<file path="src/trp_pkg.sv">
// ----------------------------------------------------------------------------
// Timestamped record parser package
// Shared character codes, error positions, register indexes and line state.
// ----------------------------------------------------------------------------
package trp_pkg;

    localparam logic [7:0] CHAR_NL    = 8'h0A;
    localparam logic [7:0] CHAR_SEMI  = 8'h3B;
    localparam logic [7:0] CHAR_MINUS = 8'h2D;
    localparam logic [7:0] CHAR_ZERO  = 8'h30;
    localparam logic [7:0] CHAR_NINE  = 8'h39;

    // Error position codes.
    localparam logic [2:0] POS_YEAR   = 3'd0;
    localparam logic [2:0] POS_MONTH  = 3'd1;
    localparam logic [2:0] POS_DAY    = 3'd2;
    localparam logic [2:0] POS_HOUR   = 3'd3;
    localparam logic [2:0] POS_MINUTE = 3'd4;
    localparam logic [2:0] POS_TEMP   = 3'd5;
    localparam logic [2:0] POS_EXTRA  = 3'd6;

    // Configuration register indexes.
    localparam logic [1:0] REG_MAX_DAY    = 2'd0;
    localparam logic [1:0] REG_MAX_HOUR   = 2'd1;
    localparam logic [1:0] REG_MAX_MINUTE = 2'd2;
    localparam logic [1:0] REG_TEMP_LIMIT = 2'd3;

    localparam logic [2:0] CNT_MAX = 3'd7;
    localparam logic [7:0] MONTH_MAX = 8'd12;

    typedef struct packed {
        logic [13:0] year;
        logic [7:0]  month;
        logic [7:0]  day;
        logic [7:0]  hour;
        logic [7:0]  minute;
        logic [15:0] temp;
        logic [2:0]  field_index;
        logic        err_seen;
        logic [2:0]  err_field;
    } t_line_state;

    typedef struct packed {
        logic [7:0]  max_day;
        logic [7:0]  max_hour;
        logic [7:0]  max_minute;
        logic [14:0] temp_limit;
    } t_cfg;

    typedef struct packed {
        logic       err_flag;
        logic [2:0] err_pos;
    } t_verdict;

    // Positional year weight applied to one digit.
    function automatic logic [13:0] year_term(input logic [3:0] d, input logic [1:0] pos);
        logic [13:0] w;
        begin
            case (pos)
                2'd0:    w = 14'(d) * 14'd1000;
                2'd1:    w = 14'(d) * 14'd100;
                2'd2:    w = 14'(d) * 14'd10;
                default: w = 14'(d);
            endcase
            return w;
        end
    endfunction

endpackage

</file>
<file path="src/trp_accum.sv">
// ----------------------------------------------------------------------------
// Record field accumulator
// Holds the per-line state and folds one byte into it per advance.
// ----------------------------------------------------------------------------
module trp_accum (
    input  logic                  i_clk,
    input  logic                  i_rst_n,
    input  logic                  i_en,
    input  logic [7:0]            i_byte,
    output trp_pkg::t_line_state  o_state,
    output logic [31:0]           o_line_counter
);

    trp_pkg::t_line_state r_st, n_st;
    logic [2:0]  r_digit_count, n_digit_count;
    logic        r_neg, n_neg;
    logic [31:0] r_line_counter, n_line_counter;

    logic        w_is_digit;
    logic [7:0]  w_d8;
    logic [15:0] w_d16;
    logic [15:0] w_term;
    logic [7:0]  w_acc_old;
    logic [7:0]  w_acc_new;

    assign w_is_digit = (i_byte >= trp_pkg::CHAR_ZERO) && (i_byte <= trp_pkg::CHAR_NINE);
    assign w_d8       = i_byte - trp_pkg::CHAR_ZERO;
    assign w_d16      = {8'h00, i_byte} - {8'h00, trp_pkg::CHAR_ZERO};
    assign w_term     = r_neg ? (16'h0000 - w_d16) : w_d16;

    always_comb begin
        case (r_st.field_index)
            trp_pkg::POS_MONTH: w_acc_old = r_st.month;
            trp_pkg::POS_DAY:   w_acc_old = r_st.day;
            trp_pkg::POS_HOUR:  w_acc_old = r_st.hour;
            default:            w_acc_old = r_st.minute;
        endcase
        if (r_digit_count == 3'd0) begin
            w_acc_new = w_d8;
        end else begin
            w_acc_new = {w_acc_old[4:0], 3'b000} + {w_acc_old[6:0], 1'b0} + w_d8;
        end
    end

    always_comb begin
        n_st           = r_st;
        n_digit_count  = r_digit_count;
        n_neg          = r_neg;
        n_line_counter = r_line_counter;
        if (i_en) begin
            if (i_byte == trp_pkg::CHAR_NL) begin
                n_st           = '0;
                n_digit_count  = 3'd0;
                n_neg          = 1'b0;
                n_line_counter = r_line_counter + 32'd1;
            end else if (i_byte == trp_pkg::CHAR_SEMI) begin
                n_digit_count = 3'd0;
                if (r_st.field_index != trp_pkg::CNT_MAX) begin
                    n_st.field_index = r_st.field_index + 3'd1;
                end
            end else begin
                if (r_st.field_index < trp_pkg::POS_TEMP) begin
                    if (!w_is_digit) begin
                        n_st.err_seen  = 1'b1;
                        n_st.err_field = r_st.field_index;
                    end else if (r_st.field_index == trp_pkg::POS_YEAR) begin
                        if (r_digit_count > 3'd3) begin
                            n_st.err_seen  = 1'b1;
                            n_st.err_field = trp_pkg::POS_YEAR;
                        end else begin
                            n_st.year = r_st.year
                                + trp_pkg::year_term(i_byte[3:0], r_digit_count[1:0]);
                        end
                    end else begin
                        if (r_digit_count > 3'd1) begin
                            n_st.err_seen  = 1'b1;
                            n_st.err_field = r_st.field_index;
                        end
                        case (r_st.field_index)
                            trp_pkg::POS_MONTH: n_st.month  = w_acc_new;
                            trp_pkg::POS_DAY:   n_st.day    = w_acc_new;
                            trp_pkg::POS_HOUR:  n_st.hour   = w_acc_new;
                            default:            n_st.minute = w_acc_new;
                        endcase
                    end
                end else if (r_st.field_index == trp_pkg::POS_TEMP) begin
                    if (i_byte == trp_pkg::CHAR_MINUS) begin
                        n_neg = 1'b1;
                    end else if (r_digit_count == 3'd0) begin
                        n_st.temp = w_term;
                    end else begin
                        n_st.temp = {r_st.temp[12:0], 3'b000} + {r_st.temp[14:0], 1'b0}
                                  + w_term;
                    end
                end
                if (r_digit_count != trp_pkg::CNT_MAX) begin
                    n_digit_count = r_digit_count + 3'd1;
                end
            end
        end
    end

    always_ff @(posedge i_clk) begin
        if (!i_rst_n) begin
            r_st           <= '0;
            r_digit_count  <= 3'd0;
            r_neg          <= 1'b0;
            r_line_counter <= 32'd0;
        end else begin
            r_st           <= n_st;
            r_digit_count  <= n_digit_count;
            r_neg          <= n_neg;
            r_line_counter <= n_line_counter;
        end
    end

    assign o_state        = r_st;
    assign o_line_counter = r_line_counter;

endmodule

</file>
<file path="src/trp_check.sv">
// ----------------------------------------------------------------------------
// Record limit checker
// Applies the end-of-line limit checks; the last failing check wins.
// ----------------------------------------------------------------------------
module trp_check (
    input  trp_pkg::t_line_state i_state,
    input  trp_pkg::t_cfg        i_cfg,
    output trp_pkg::t_verdict    o_verdict
);

    logic signed [16:0] w_temp;
    logic signed [16:0] w_lim;
    logic               w_bad_month, w_bad_day, w_bad_hour, w_bad_minute;
    logic               w_bad_temp, w_bad_extra;

    assign w_temp = 17'($signed(i_state.temp));
    assign w_lim  = $signed({2'b00, i_cfg.temp_limit});

    assign w_bad_month  = (i_state.month == 8'd0) || (i_state.month > trp_pkg::MONTH_MAX);
    assign w_bad_day    = (i_state.day == 8'd0) || (i_state.day > i_cfg.max_day);
    assign w_bad_hour   = i_state.hour > i_cfg.max_hour;
    assign w_bad_minute = i_state.minute > i_cfg.max_minute;
    assign w_bad_temp   = (w_temp > w_lim) || (w_temp < -w_lim);
    assign w_bad_extra  = i_state.field_index > trp_pkg::POS_TEMP;

    always_comb begin
        o_verdict.err_flag = 1'b1;
        if (w_bad_extra) begin
            o_verdict.err_pos = trp_pkg::POS_EXTRA;
        end else if (w_bad_temp) begin
            o_verdict.err_pos = trp_pkg::POS_TEMP;
        end else if (w_bad_minute) begin
            o_verdict.err_pos = trp_pkg::POS_MINUTE;
        end else if (w_bad_hour) begin
            o_verdict.err_pos = trp_pkg::POS_HOUR;
        end else if (w_bad_day) begin
            o_verdict.err_pos = trp_pkg::POS_DAY;
        end else if (w_bad_month) begin
            o_verdict.err_pos = trp_pkg::POS_MONTH;
        end else if (i_state.err_seen) begin
            o_verdict.err_pos = i_state.err_field;
        end else begin
            o_verdict.err_flag = 1'b0;
            o_verdict.err_pos  = trp_pkg::POS_YEAR;
        end
    end

endmodule

</file>
<file path="src/timestamped_record_parser.sv">
// ----------------------------------------------------------------------------
// Timestamped record parser
// Parses "year;month;day;hour;minute;temperature" text lines byte by byte.
// ----------------------------------------------------------------------------
// Usage: the input channel carries one ASCII byte per beat (i_valid/o_stall).
// A byte is taken whenever i_valid is high and o_stall is low, and the block
// can take one byte in every cycle. Each byte lands in an input register and
// is folded into the line state from there.
// A newline byte produces exactly one record beat on the output channel
// (o_valid/i_stall) through the output register; other bytes produce none.
// The record carries the decoded fields, a 0-based line number and an error
// flag with the position of the last error found in that line.
// When the receiver stalls, the pending record holds in the output register.
// Bytes that are not newlines keep flowing past it; a newline waits in the
// input register, and o_stall goes high, until the output register empties.
// With o_stall low, one byte per cycle goes through the single accumulate step.
// A synchronous active-low reset clears the line state, the line counter and
// both valid flags, and loads the limit registers with their defaults.
// The limit registers are written through i_cfg_we/i_cfg_index/i_cfg_data
// by the user only while no line is in flight; the block does not enforce it.
// ----------------------------------------------------------------------------
module timestamped_record_parser (
    input  logic               i_clk,
    input  logic               i_rst_n,
    // byte input channel
    input  logic               i_valid,
    output logic               o_stall,
    input  logic [7:0]         i_char_byte,
    // record output channel
    output logic               o_valid,
    input  logic               i_stall,
    output logic [13:0]        o_year_value,
    output logic [7:0]         o_month_value,
    output logic [7:0]         o_day_value,
    output logic [7:0]         o_hour_value,
    output logic [7:0]         o_minute_value,
    output logic signed [15:0] o_temperature,
    output logic [31:0]        o_line_index,
    output logic               o_error_flag,
    output logic [2:0]         o_error_position,
    // configuration write port
    input  logic               i_cfg_we,
    input  logic [1:0]         i_cfg_index,
    input  logic [14:0]        i_cfg_data
);

    // Input register: one byte waiting to be folded into the line state.
    logic        r_in_valid;
    logic [7:0]  r_in_byte;

    // Output register holding the finished record.
    logic        r_out_valid;
    logic [13:0] r_year;
    logic [7:0]  r_month, r_day, r_hour, r_minute;
    logic [15:0] r_temp;
    logic [31:0] r_line;
    logic        r_err_flag;
    logic [2:0]  r_err_pos;

    trp_pkg::t_cfg        r_cfg;
    trp_pkg::t_line_state w_state;
    trp_pkg::t_verdict    w_verdict;
    logic [31:0]          w_line_counter;

    logic w_nl;
    logic w_adv;
    logic w_in_take;
    logic w_out_take;

    // A newline can only move on when the output register is free or being
    // emptied this cycle; every other byte moves on unconditionally.
    assign w_nl       = (r_in_byte == trp_pkg::CHAR_NL);
    assign w_out_take = r_out_valid && !i_stall;
    assign w_adv      = r_in_valid && (!w_nl || !r_out_valid || !i_stall);
    assign o_stall    = r_in_valid && !w_adv;
    assign w_in_take  = i_valid && !o_stall;

    always_ff @(posedge i_clk) begin
        if (!i_rst_n) begin
            r_in_valid <= 1'b0;
        end else if (w_in_take) begin
            r_in_valid <= 1'b1;
        end else if (w_adv) begin
            r_in_valid <= 1'b0;
        end
    end

    always_ff @(posedge i_clk) begin
        if (w_in_take) begin
            r_in_byte <= i_char_byte;
        end
    end

    // Limit registers.
    always_ff @(posedge i_clk) begin
        if (!i_rst_n) begin
            r_cfg.max_day    <= 8'd31;
            r_cfg.max_hour   <= 8'd24;
            r_cfg.max_minute <= 8'd60;
            r_cfg.temp_limit <= 15'd99;
        end else if (i_cfg_we) begin
            case (i_cfg_index)
                trp_pkg::REG_MAX_DAY:    r_cfg.max_day    <= i_cfg_data[7:0];
                trp_pkg::REG_MAX_HOUR:   r_cfg.max_hour   <= i_cfg_data[7:0];
                trp_pkg::REG_MAX_MINUTE: r_cfg.max_minute <= i_cfg_data[7:0];
                trp_pkg::REG_TEMP_LIMIT: r_cfg.temp_limit <= i_cfg_data;
                default:                 r_cfg.temp_limit <= r_cfg.temp_limit;
            endcase
        end
    end

    trp_accum u_accum (
        .i_clk          (i_clk),
        .i_rst_n        (i_rst_n),
        .i_en           (w_adv),
        .i_byte         (r_in_byte),
        .o_state        (w_state),
        .o_line_counter (w_line_counter)
    );

    trp_check u_check (
        .i_state   (w_state),
        .i_cfg     (r_cfg),
        .o_verdict (w_verdict)
    );

    always_ff @(posedge i_clk) begin
        if (!i_rst_n) begin
            r_out_valid <= 1'b0;
        end else if (w_adv && w_nl) begin
            r_out_valid <= 1'b1;
        end else if (w_out_take) begin
            r_out_valid <= 1'b0;
        end
    end

    // The record is captured from the line state before the newline clears it.
    always_ff @(posedge i_clk) begin
        if (w_adv && w_nl) begin
            r_year     <= w_state.year;
            r_month    <= w_state.month;
            r_day      <= w_state.day;
            r_hour     <= w_state.hour;
            r_minute   <= w_state.minute;
            r_temp     <= w_state.temp;
            r_line     <= w_line_counter;
            r_err_flag <= w_verdict.err_flag;
            r_err_pos  <= w_verdict.err_pos;
        end
    end

    assign o_valid          = r_out_valid;
    assign o_year_value     = r_year;
    assign o_month_value    = r_month;
    assign o_day_value      = r_day;
    assign o_hour_value     = r_hour;
    assign o_minute_value   = r_minute;
    assign o_temperature    = $signed(r_temp);
    assign o_line_index     = r_line;
    assign o_error_flag     = r_err_flag;
    assign o_error_position = r_err_pos;

`ifndef SYNTHESIS
    a_nl_makes_record: assert property (@(posedge i_clk) disable iff (!i_rst_n)
        (w_adv && w_nl) |=> r_out_valid)
        else $error("newline advanced without producing a record");

    a_stall_needs_byte: assert property (@(posedge i_clk) disable iff (!i_rst_n)
        o_stall |-> (r_in_valid && w_nl && r_out_valid))
        else $error("input stalled without a blocked newline");

    a_clean_position: assert property (@(posedge i_clk) disable iff (!i_rst_n)
        (r_out_valid && !r_err_flag) |-> (r_err_pos == trp_pkg::POS_YEAR))
        else $error("error position set on a clean record");

    a_no_overwrite: assert property (@(posedge i_clk) disable iff (!i_rst_n)
        (r_out_valid && i_stall) |-> !(w_adv && w_nl))
        else $error("pending record overwritten while stalled");
`endif

endmodule

</file>
<file path="config.mk">
export PLATFORM = sky130hd
export DESIGN_NAME = timestamped_record_parser
export DESIGN_NICKNAME = d
export VERILOG_FILES = /design/src/trp_pkg.sv /design/src/trp_accum.sv /design/src/trp_check.sv /design/src/timestamped_record_parser.sv
export SDC_FILE = /design/constraint.sdc
export NUM_CORES = 1
export LEC_CHECK = 0
export BUFFER_PORTS_ARGS = -buffer_cell sky130_fd_sc_hd__buf_2
export CORE_MARGIN = 4
export CORE_UTILIZATION = 26
export DETAILED_ROUTE_END_ITERATION = 16
export PLACE_DENSITY = 0.39
export SETUP_SLACK_MARGIN = 0.05
export SLEW_MARGIN = 20
export SYNTH_ARGS = -nofsm -noshare
export SYNTH_HDL_FRONTEND = slang
export SYNTH_SLANG_ARGS = --single-unit
</file>
<file path="constraint.sdc">
create_clock -name i_clk -period 5.75 [get_ports i_clk]
set_input_delay 1.15 -clock i_clk [delete_from_list [all_inputs] [get_ports i_clk]]
set_output_delay 1.15 -clock i_clk [all_outputs]
set_load 0.005 [all_outputs]
</file>
* Word-level counts from Yosys, hierarchy flattened
Index checks and enable logic that the tools add are counted.
** Storage, ports and cells
- Register bits after elaboration :: 252
- Bits in latches :: 0
- RAM bits :: 0
- Bits in read-only memories :: 0
- Input bits :: 30
- Output and inout bits :: 100
- Logic and storage cells :: 184
- Memories :: 0
** Operators by class
- Add/subtract/negate cells :: 12
- Multipliers :: 3
- Div/mod/pow operators :: 0
- $lt $le $gt $ge :: 12
- Eq/ne operators :: 22
- Shift operators :: 0
- Mux-type cells :: 53
- Bitwise logic cells :: 0
- Reduce and logical (&&, ||, !) cells :: 53
** Operators with widths (number)
- 2-to-1 mux 14 bit :: 9
- 2-to-1 mux 46 bit :: 2
- 2-to-1 mux 16 bit :: 5
- 2-to-1 mux 69 bit :: 1
- 2-to-1 mux 62 bit :: 1
- one-hot mux 14 bit (3 select lines) :: 1
- 2-to-1 mux 8 bit :: 5
- adder 16 bit :: 2
- adder 32 x 1 -> 32 bit, second input constant :: 1
- 2-to-1 mux 32 bit :: 1
- AND reduction 6 bit :: 5
- 2-to-1 mux 3 bit :: 9
- greater-than comparator 8 bit :: 3
- 2-to-1 mux 4 bit :: 6
- nonzero test 2 bit :: 12
- one-hot mux 7 bit (3 select lines) :: 1
- less-than comparator 16 x 17 -> 1 bit :: 1
- negator 15 -> 17 bit :: 1
- adder 8 bit :: 2
- equality test 8 x 6 -> 1 bit, second input constant :: 2
- greater-than comparator 16 bit :: 1
- zero test 8 bit :: 2
- subtractor 1 x 16 -> 16 bit, first input constant :: 1
- AND reduction 5 bit :: 3
- other kinds (36) :: 78

* Logic depth before layout (Yosys ltp)
Gate-level depths: netlist of run 1.
- Depth in word-level cells :: 16
- Mapped depth :: 20
- Mapped depth without buffers :: 20

* By module
From an unflattened synthesis of run 1, not the netlist that was laid out.
** Second synthesis, totals
- Cell total of the unflattened synthesis :: 1443
- Area, all modules :: 14655.3 µm²
** By module, submodules not included
- trp_accum :: instances 1, cells an instance 929, area each 8081.5 µm², sequential area each 2102.0 µm²
- timestamped_record_parser :: instances 1, cells an instance 279, area each 4810.9 µm², sequential area each 4003.8 µm²
- trp_check :: instances 1, cells an instance 235, area each 1762.9 µm², sequential area each 0.0 µm²

* Worst setup path after synthesis of run 1
No wires, ideal clock.
- Path kind :: input -> register
- Start :: input i_stall
- End :: register u_accum.r_st (netlist bit u_accum.o_state[67])
- Setup time :: 122 ps
- Data arrival time :: 4611 ps
- Required time :: 5628 ps
- Path slack :: 1017 ps
- Stages on the path :: 6
- Path buffers :: 1
- Cells stage by stage :: nand2_1 -> nand4_1 -> inv_1 -> nor2_1 -> buf_2 -> a311o_1
** Between the ends
- Word-level cells in the longest chain between the ends :: 4
** RTL lines
- start: declaration :: RTL line timestamped_record_parser.sv:31 : input logic i_stall,
- zero test 1 bit :: RTL line timestamped_record_parser.sv:74 : assign w_adv = r_in_valid && (!w_nl || !r_out_valid || !i_stall);
- logical OR 1 bit :: RTL line timestamped_record_parser.sv:74
- logical AND 1 bit :: RTL line timestamped_record_parser.sv:74
- AND reduction 6 bit (no line)
- end signal: assignment :: RTL line trp_accum.sv:110 : r_st <= n_st;
- end: declaration :: RTL line trp_accum.sv:14 : trp_pkg::t_line_state r_st, n_st;
Every way passes these cells.
A chain may end at the register's enable or synchronous reset.

* Worst setup path after layout of run 1
- Start :: register r_in_byte[2]
- End :: register u_accum.r_st (netlist bit u_accum.o_state[68])
** Between the ends
- Word-level cells in the longest chain between the ends :: 16
- Elaborated cells on any way between the ends :: 33
- Classes of those cells :: add/sub: 1; mul: 3; order compare: 2; eq/ne: 4; mux: 14; reduce/logical: 9
** RTL lines
- start: declaration :: RTL line timestamped_record_parser.sv:49 : logic [7:0] r_in_byte;
- start signal: assignment :: RTL line timestamped_record_parser.sv:90 : r_in_byte <= i_char_byte;
- multiplier 4 x 7 -> 11 bit (tied with other cells) :: RTL line trp_pkg.sv:60 : 2'd0: w = 14'(d) * 14'd1000;
- one-hot mux 14 bit (3 select lines) :: RTL line trp_pkg.sv:59 : case (pos)
- 2-to-1 mux 14 bit :: RTL line trp_accum.sv:67 : if (r_digit_count > 3'd3) begin
- 2-to-1 mux 14 bit :: RTL line trp_accum.sv:66 : end else if (r_st.field_index == trp_pkg::POS_YEAR) begin
- 2-to-1 mux 14 bit :: RTL line trp_accum.sv:63 : if (!w_is_digit) begin
- 2-to-1 mux 14 bit :: RTL line trp_accum.sv:62 : if (r_st.field_index < trp_pkg::POS_TEMP) begin
- 2-to-1 mux 14 bit :: RTL line trp_accum.sv:56 : end else if (i_byte == trp_pkg::CHAR_SEMI) begin
- 2-to-1 mux 14 bit :: RTL line trp_accum.sv:51 : if (i_byte == trp_pkg::CHAR_NL) begin
- 2-to-1 mux 14 bit :: RTL line trp_accum.sv:50 : if (i_en) begin
- adder 14 bit :: RTL line trp_accum.sv:72 : + trp_pkg::year_term(i_byte[3:0], r_digit_count[1:0]);
- 2-to-1 mux 14 bit :: RTL line trp_accum.sv:67
- 2-to-1 mux 14 bit :: RTL line trp_accum.sv:66
- 2-to-1 mux 46 bit :: RTL line trp_accum.sv:63
- 2-to-1 mux 46 bit :: RTL line trp_accum.sv:62
- 2-to-1 mux 62 bit :: RTL line trp_accum.sv:56
- 2-to-1 mux 69 bit :: RTL line trp_accum.sv:51
Parallel ways exist; a longest one is shown, timed or not. The select of a mux whose other input is x is not followed.

==> results of run 1 <==
-- synth_stat cells, types with 4 or more instances --
cell type / instances
nand2b_1: 7
nand2_1: 134
a22oi_1: 15
o21ai_0: 62
and4_1: 4
dfxtp_1: 146
a21boi_0: 5
a221oi_1: 4
or4_1: 4
o211ai_1: 16
xnor2_1: 48
clkbuf_1: 27
nor3_1: 20
nor4_1: 9
a211oi_1: 9
a31oi_1: 16
edfxtp_1: 106
o21bai_1: 7
inv_1: 135
xor2_1: 22
a32oi_1: 4
a21o_1: 23
and3_1: 14
nor2_1: 114
buf_2: 7
o31ai_1: 4
a222oi_1: 9
o21a_1: 9
and2_1: 13
ha_1: 137
a21oi_1: 93
mux2i_1: 42
nand3_1: 34
buf_1: 4
fa_1: 28
nor2b_1: 58
or3_1: 15
nand4_1: 22
-- cell families (layout without fill, tap and decap cells) --
family / count (synthesis) / after routing / synth area share, %
multiplexers: 43 / 43 / 2.99
XOR/XNOR: 71 / 71 / 4.33
AO/OA/AOI/OAI: 310 / 310 / 13.8
AND/OR/NAND/NOR: 474 / 474 / 16.4
buffers and inverters: 178 / 335 / 4.81
other: 0 / 1 / 0
flip-flops: 252 / 252 / 42.0
adder cells (fa/ha/maj): 165 / 165 / 15.7
-- sequential cells by signal, summed over array words and instances (netlist names), 14 cells and up --
| signal | count |
|---|---|
| u_accum.o_line_counter | 32 |
| o_temperature | 16 |
| o_line_index | 32 |
| r_cfg | 39 |
| u_accum.o_state | 69 |
| o_year_value | 14 |
-- critical path, cell delays in order (launching register included) --
cell	delay [ns]
edfxtp_1	0.67
inv_1	0.30
ha_1	0.41
fa_1	0.50
ha_1	0.32
a211oi_1	0.34
nor2_1	0.11
nor2_1	0.11
nor2_1	0.05
nor2_1	0.11
xor2_1	0.17
nor2_1	0.07
ha_1	0.31
or3_1	0.31
o21ai_0	0.10
a31oi_1	0.07
xor2_1	0.18
or3b_1	0.38
a31oi_1	0.12
-- per-stage QoR --
stage	setup WS (ns)	area [um2]	utilization (%)	hold WS, ns	total power, uW
after floorplan	1.02	14500	-	0.417	2350
after global placement	1.09	16000	29.0	0.432	2510
after detailed placement	1.03	16000	29.0	0.440	2510
after CTS	1.01	17200	31.1	0.454	4790
after global routing	0.665	17200	31.2	0.474	4930
final	1.04	17200	31.2	0.453	4700
-- metal layers --
layer	up-vias	routed length [um]	GRT usage, %	share of wire, %
met5	-	0	0	0
met4	0	550	2.32	1.3
met3	38	1560	2.02	3.7
met2	173	19800	23.9	47
met1	5316	20000	18.5	48
li1	5576	-	-	-
-- power by group through the flow --
stage / logic, uW / clock network, uW / registers (uW)
after floorplan: 426 / 0 / 1920
after global placement: 582 / 0 / 1930
after detailed placement: 575 / 0 / 1930
after CTS: 580 / 2310 / 1890
after global routing: 656 / 2380 / 1900
final: 572 / 2240 / 1890
-- cell type report --
class	count	area, um2	share of cell area, %
inverter	136	513	2.98
timing repair buffer	142	743	4.32
clock buffer	36	815	4.74
multi-input combinational	1063	7730	45.0
sequential	252	6110	35.5
clock inverter	21	349	2.03
antenna	1	2.50	0.0145
tap	748	936	5.44
-- final timing paths --
check	endpoint	slack, ns	cells after the start
worst min-delay path	o_line_index[31]$_DFFE_PP_	0.45	0
worst max-delay path	u_accum.o_state[68]$_SDFFE_PN0P_	1.04	18
worst min register to register	o_line_index[31]$_DFFE_PP_	0.45	0
worst max register to register	u_accum.o_state[68]$_SDFFE_PN0P_	1.04	18
-- cell usage in the layout, fill, tap and decap left out, types with 23 or more instances in the layout --
cell	netlist	layout
nor2b_1	58	58
xnor2_1	48	48
nand3_1	34	34
nand2_1	134	134
dfxtp_1	146	146
a21oi_1	93	93
inv_1	135	134
buf_2	7	129
nor2_1	114	113
fa_1	28	28
o21ai_0	62	62
edfxtp_1	106	106
a21o_1	23	23
mux2i_1	42	42
clkbuf_16	0	31
ha_1	137	137
==> metrics, run 1 <==
status complete, no violations; critical path endpoint category flip-flop; Clk pwr share 47.5%; worst r2r src r_in_byte[2]$_DFFE_PP_; wire per inst 17.4 um; DRT Pass-1 Iters 6; switching share of power 25.2%; Leakage 0.00721 uW; Avg Inst Size Synth 9.73 um2; CP Class flip-flop to flip-flop; distinct cell type count after synthesis 80; top cell type's share of synthesized area 21.9%; worst-skew pair later-pin latency 0.58 ns; final period utilization 82.0%; register area share after synthesis 42.0%; setup bufs post-CTS 0; PostCTS Resize Cnt 0; Synth area leaders edfxtp_1 (22%), dfxtp_1 (20%), ha_1 (12%); Sw Pwr 1190 uW; async set-or-reset flop fraction in the synthesized netlist 0%; number of port buffers 129; Least-Margin Pin Slew 1.00 ns; Hold Buf Count CTS 0; P_int 3510 uW; Slew headroom 33.1%; die extent in y 244 um; CTS tree done; P per Cell Area 273 nW/um2; Initial Utilization 26.3%; DRT Wirelength 41.9 mm; chip width 244 um; clock root buffer clkbuf_16; Synth Instances 1493; I/O pin cnt 130; Area Growth Syn to Fin 18.4%; Synth Register Bits 252; mapped cell area 14500 um2; Clock transition at path regs 0.06 ns; first-pass GRT wire length 65.9 mm; Yosys warning count 0; fmax 0.212 GHz; layout cell share with drive strength beyond 1 13.4%; Final Max Tran Viols 0; max cap viols 0; H-tree Lvls 1; RSZ-0062 raised after global routing false; type of origin of the critical path flip-flop; CTS buffer count 31; Max rail drop VDD 0.000204 V; min Tclk post-route 4.72 ns; critical path launch point r_in_byte[2]$_DFFE_PP_; post-route setup TNS 0 ns; hpwl dp 31.3 mm; Die Area 59700 um2; pin count of the biggest net entering global routing 69; # DRC 0; maximum clock path buffer count 3; global route total overflow 0; sequential power share 40.3%; crit-path max FO 11; combinational power share 12.2%; GRT Total Usage 13.8%; total number of vias 11100; final net count 1821; number of synthesized flops with an enable pin 106; Core Rows 86; Final setup viols 0; CP arrival 5.22 ns; worst min path class flip-flop to flip-flop; Fill cells 5750; post-synth top area cell edfxtp_1; CTS sink cnt 252; Synth Flop Type dfxtp_1; final hold violation count 0; DR iter-0 viols 606; clk_skew 0.0143 ns; routability-driven placement congestion ratio 0.820; Inst Count DP 2341; Avg Vias per Cell 4.63; initial antenna violation count 0; CORE AREA 55200 um2; antenna-violating nets left 0; hold path start u_accum.o_line_counter[31]$_SDFFE_PN0P_; Finished Layout Cells 2399; vias in the first global route 11300; critical path data required time 6.25 ns; Syn Nets 1688
Power figures use the tool's default switching activity.
==> run 2, diff against run 1 <==
==> constraint.sdc (replaced) <==
create_clock -name i_clk -period 4.5 [get_ports i_clk]
set_input_delay 0.9 -clock i_clk [delete_from_list [all_inputs] [get_ports i_clk]]
set_output_delay 0.9 -clock i_clk [all_outputs]
set_load 0.005 [all_outputs]
==> run 2 against run 1 <==
Net effect:
- register-to-register slack lost 0.71 ns
- largest power group unchanged
- via count grew 1.5%
- highest routed layer unchanged
- sequential share of layout area shrank 0.32 points
- combinational power grew 41%
- clock power grew 14%
- routed wire length grew 0.58%
- critical path depth grew 1
- critical endpoint unchanged
- flip-flop and latch count is the same
==> metrics, run 2 (synthesized netlist as in run 1, its figures left out) <==
wire per inst 17.4 um; chip width 244 um; CTS buffer count 31; post-route setup TNS 0 ns; P per Cell Area 333 nW/um2; Area Growth Syn to Fin 19.4%; die extent in y 244 um; status complete, no violations; commonest non-fill, non-tap cells in the layout dfxtp_1 (146), nand2_1 (133), ha_1 (132); clk_skew 0.00942 ns; crit-path max FO 4; routability-driven placement congestion ratio 0.801; min Tclk post-route 4.18 ns; CP Class flip-flop to flip-flop; DRT Pass-1 Iters 8; Multi-input gate area 7820 um2; final period utilization 92.9%; clock root buffer clkbuf_16; initial antenna violation count 1; maximum clock path buffer count 3; critical path data required time 5.01 ns; fmax 0.239 GHz; Final Max Tran Viols 0; I/O pin cnt 130; CORE AREA 55200 um2; final hold slack 0.456 ns; Crit path largest cell delay 0.62 ns; Core Rows 86; max cap viols 0; Avg Vias per Cell 4.65; Largest register FFs 69; final net count 1846; first-pass GRT wire length 65.4 mm; pin count of the biggest net entering global routing 69; Least-Margin Pin Slew 0.894 ns; most common cell after layout, fill and taps aside dfxtp_1; Fill cells 5776; hold path start r_cfg[21]$_SDFFE_PN0P_; DR iter-0 viols 588; Leakage 0.00726 uW; critical path launch point r_in_byte[3]$_DFFE_PP_; RSZ-0062 raised after global routing false; number of port buffers 129; worst min path class flip-flop to flip-flop; CP cell instances fa_1 > inv_2 > fa_1 > inv_2 > ha_4 > a21o_1 > a21oi_2 > xnor2_1 > nor2_1 > a21oi_1 > nor2_1 > ha_1 > nand2_2 > nor2_1 > nand4_1 > a31oi_2 > xor2_1 > or3b_1 > a31oi_1; GRT Total Usage 13.7%; Clock transition at path regs 0.06 ns; vias in the first global route 11200; layout cell share with drive strength beyond 1 15.5%; final hold violation count 0; Slew headroom 40.4%; H-tree Lvls 1; CP arrival 4.68 ns; worst r2r src r_in_byte[3]$_DFFE_PP_; Initial Utilization 26.3%; Power, Total 5780 uW; critical path endpoint category flip-flop; # diodes 0; Largest delay share family, worst path adder cells; antenna-violating nets left 0; CTS sink cnt 252; worst-skew pair later-pin latency 0.58 ns; CTS tree done; Max rail drop VDD 0.000242 V; # DRC 0; CP Buf/Inv Count 2; register area 6110 um2; total number of vias 11300; hpwl dp 31.8 mm; DRT Wirelength 42.1 mm; CP max-delay cell fa_1; Final setup viols 0; type of origin of the critical path flip-flop; global route total overflow 0; cell mode on critical path nor2_1; Die Area 59700 um2
## run 2: cell types whose count changed in the layout (fill, tap and decap cells not counted), sizes merged
| cell | delta |
|---|---|
| buf | +25 |
| bufinv | -5 |
| clkbuf | -1 |
| clkinv | +3 |
| clkinvlp | +5 |
| diode | -1 |
| inv | -1 |
## run 2: area by class of cell
type	count	area share [%]
inverter	136	2.96
timing repair buffer	167	5.41
sequential	252	35.2
clock inverter	23	1.40
tap	748	5.39
multi-input combinational	1063	45.0
clock buffer	35	4.61
## run 2: timing repair
item | in CTS | in global routing
gates resized for setup | 0 | 18
hold buffers | 0 | 0
buffers inserted | 0 | 5
setup endpoints to repair | 0 | 9
## run 2: path summary, 6_finish.rpt
kind,end,slack (ns),cells past startpoint
worst min-delay path,r_cfg[21]$_SDFFE_PN0P_,0.46,2
worst max-delay path,u_accum.o_state[68]$_SDFFE_PN0P_,0.32,19
worst max register to register,u_accum.o_state[68]$_SDFFE_PN0P_,0.32,19
worst min register to register,r_cfg[21]$_SDFFE_PN0P_,0.46,2
## run 2: power breakdown
group          leakage, uW  switching, uW  total [uW]  internal [uW]
combinational      0.00461            470         808            337
clock             0.000494           1050        2560           1510
sequential         0.00216           21.2        2410           2390
## run 2: through the flow
step,utilization [%],instance area (um2),std cells,worst slack (ns)
3_5_place_dp,29.3,16200,2362,0.0958
3_3_place_gp,29.3,16200,2362,0.181
5_1_grt,31.4,17400,2424,0.0328
6_report,31.4,17400,2424,0.321
2_1_floorplan,-,14500,1493,0.247
4_1_cts,31.2,17200,2420,0.114
## run 2: worst register-to-register path, delay by kind of cell, from the launching register on
family	cells	cell delay, ns
AOI/OAI and AO/OA	5	0.83
xor gates and xnor gates	2	0.23
adders and majority gates	4	1.74
buffers and inverters	2	0.11
DFF	1	0.42
and+or+nand+nor	6	0.80
## run 2: routing by layer
| layer | up-vias | wire, um | GRT usage [%] | share of wire [%] |
|---|---|---|---|---|
| met5 | - | 0 | 0 | 0 |
| met4 | 0 | 903 | 3.19 | 2.1 |
| met3 | 54 | 1600 | 1.93 | 3.8 |
| met2 | 187 | 19700 | 23.6 | 47 |
| met1 | 5403 | 19900 | 18.3 | 47 |
| li1 | 5623 | - | - | - |
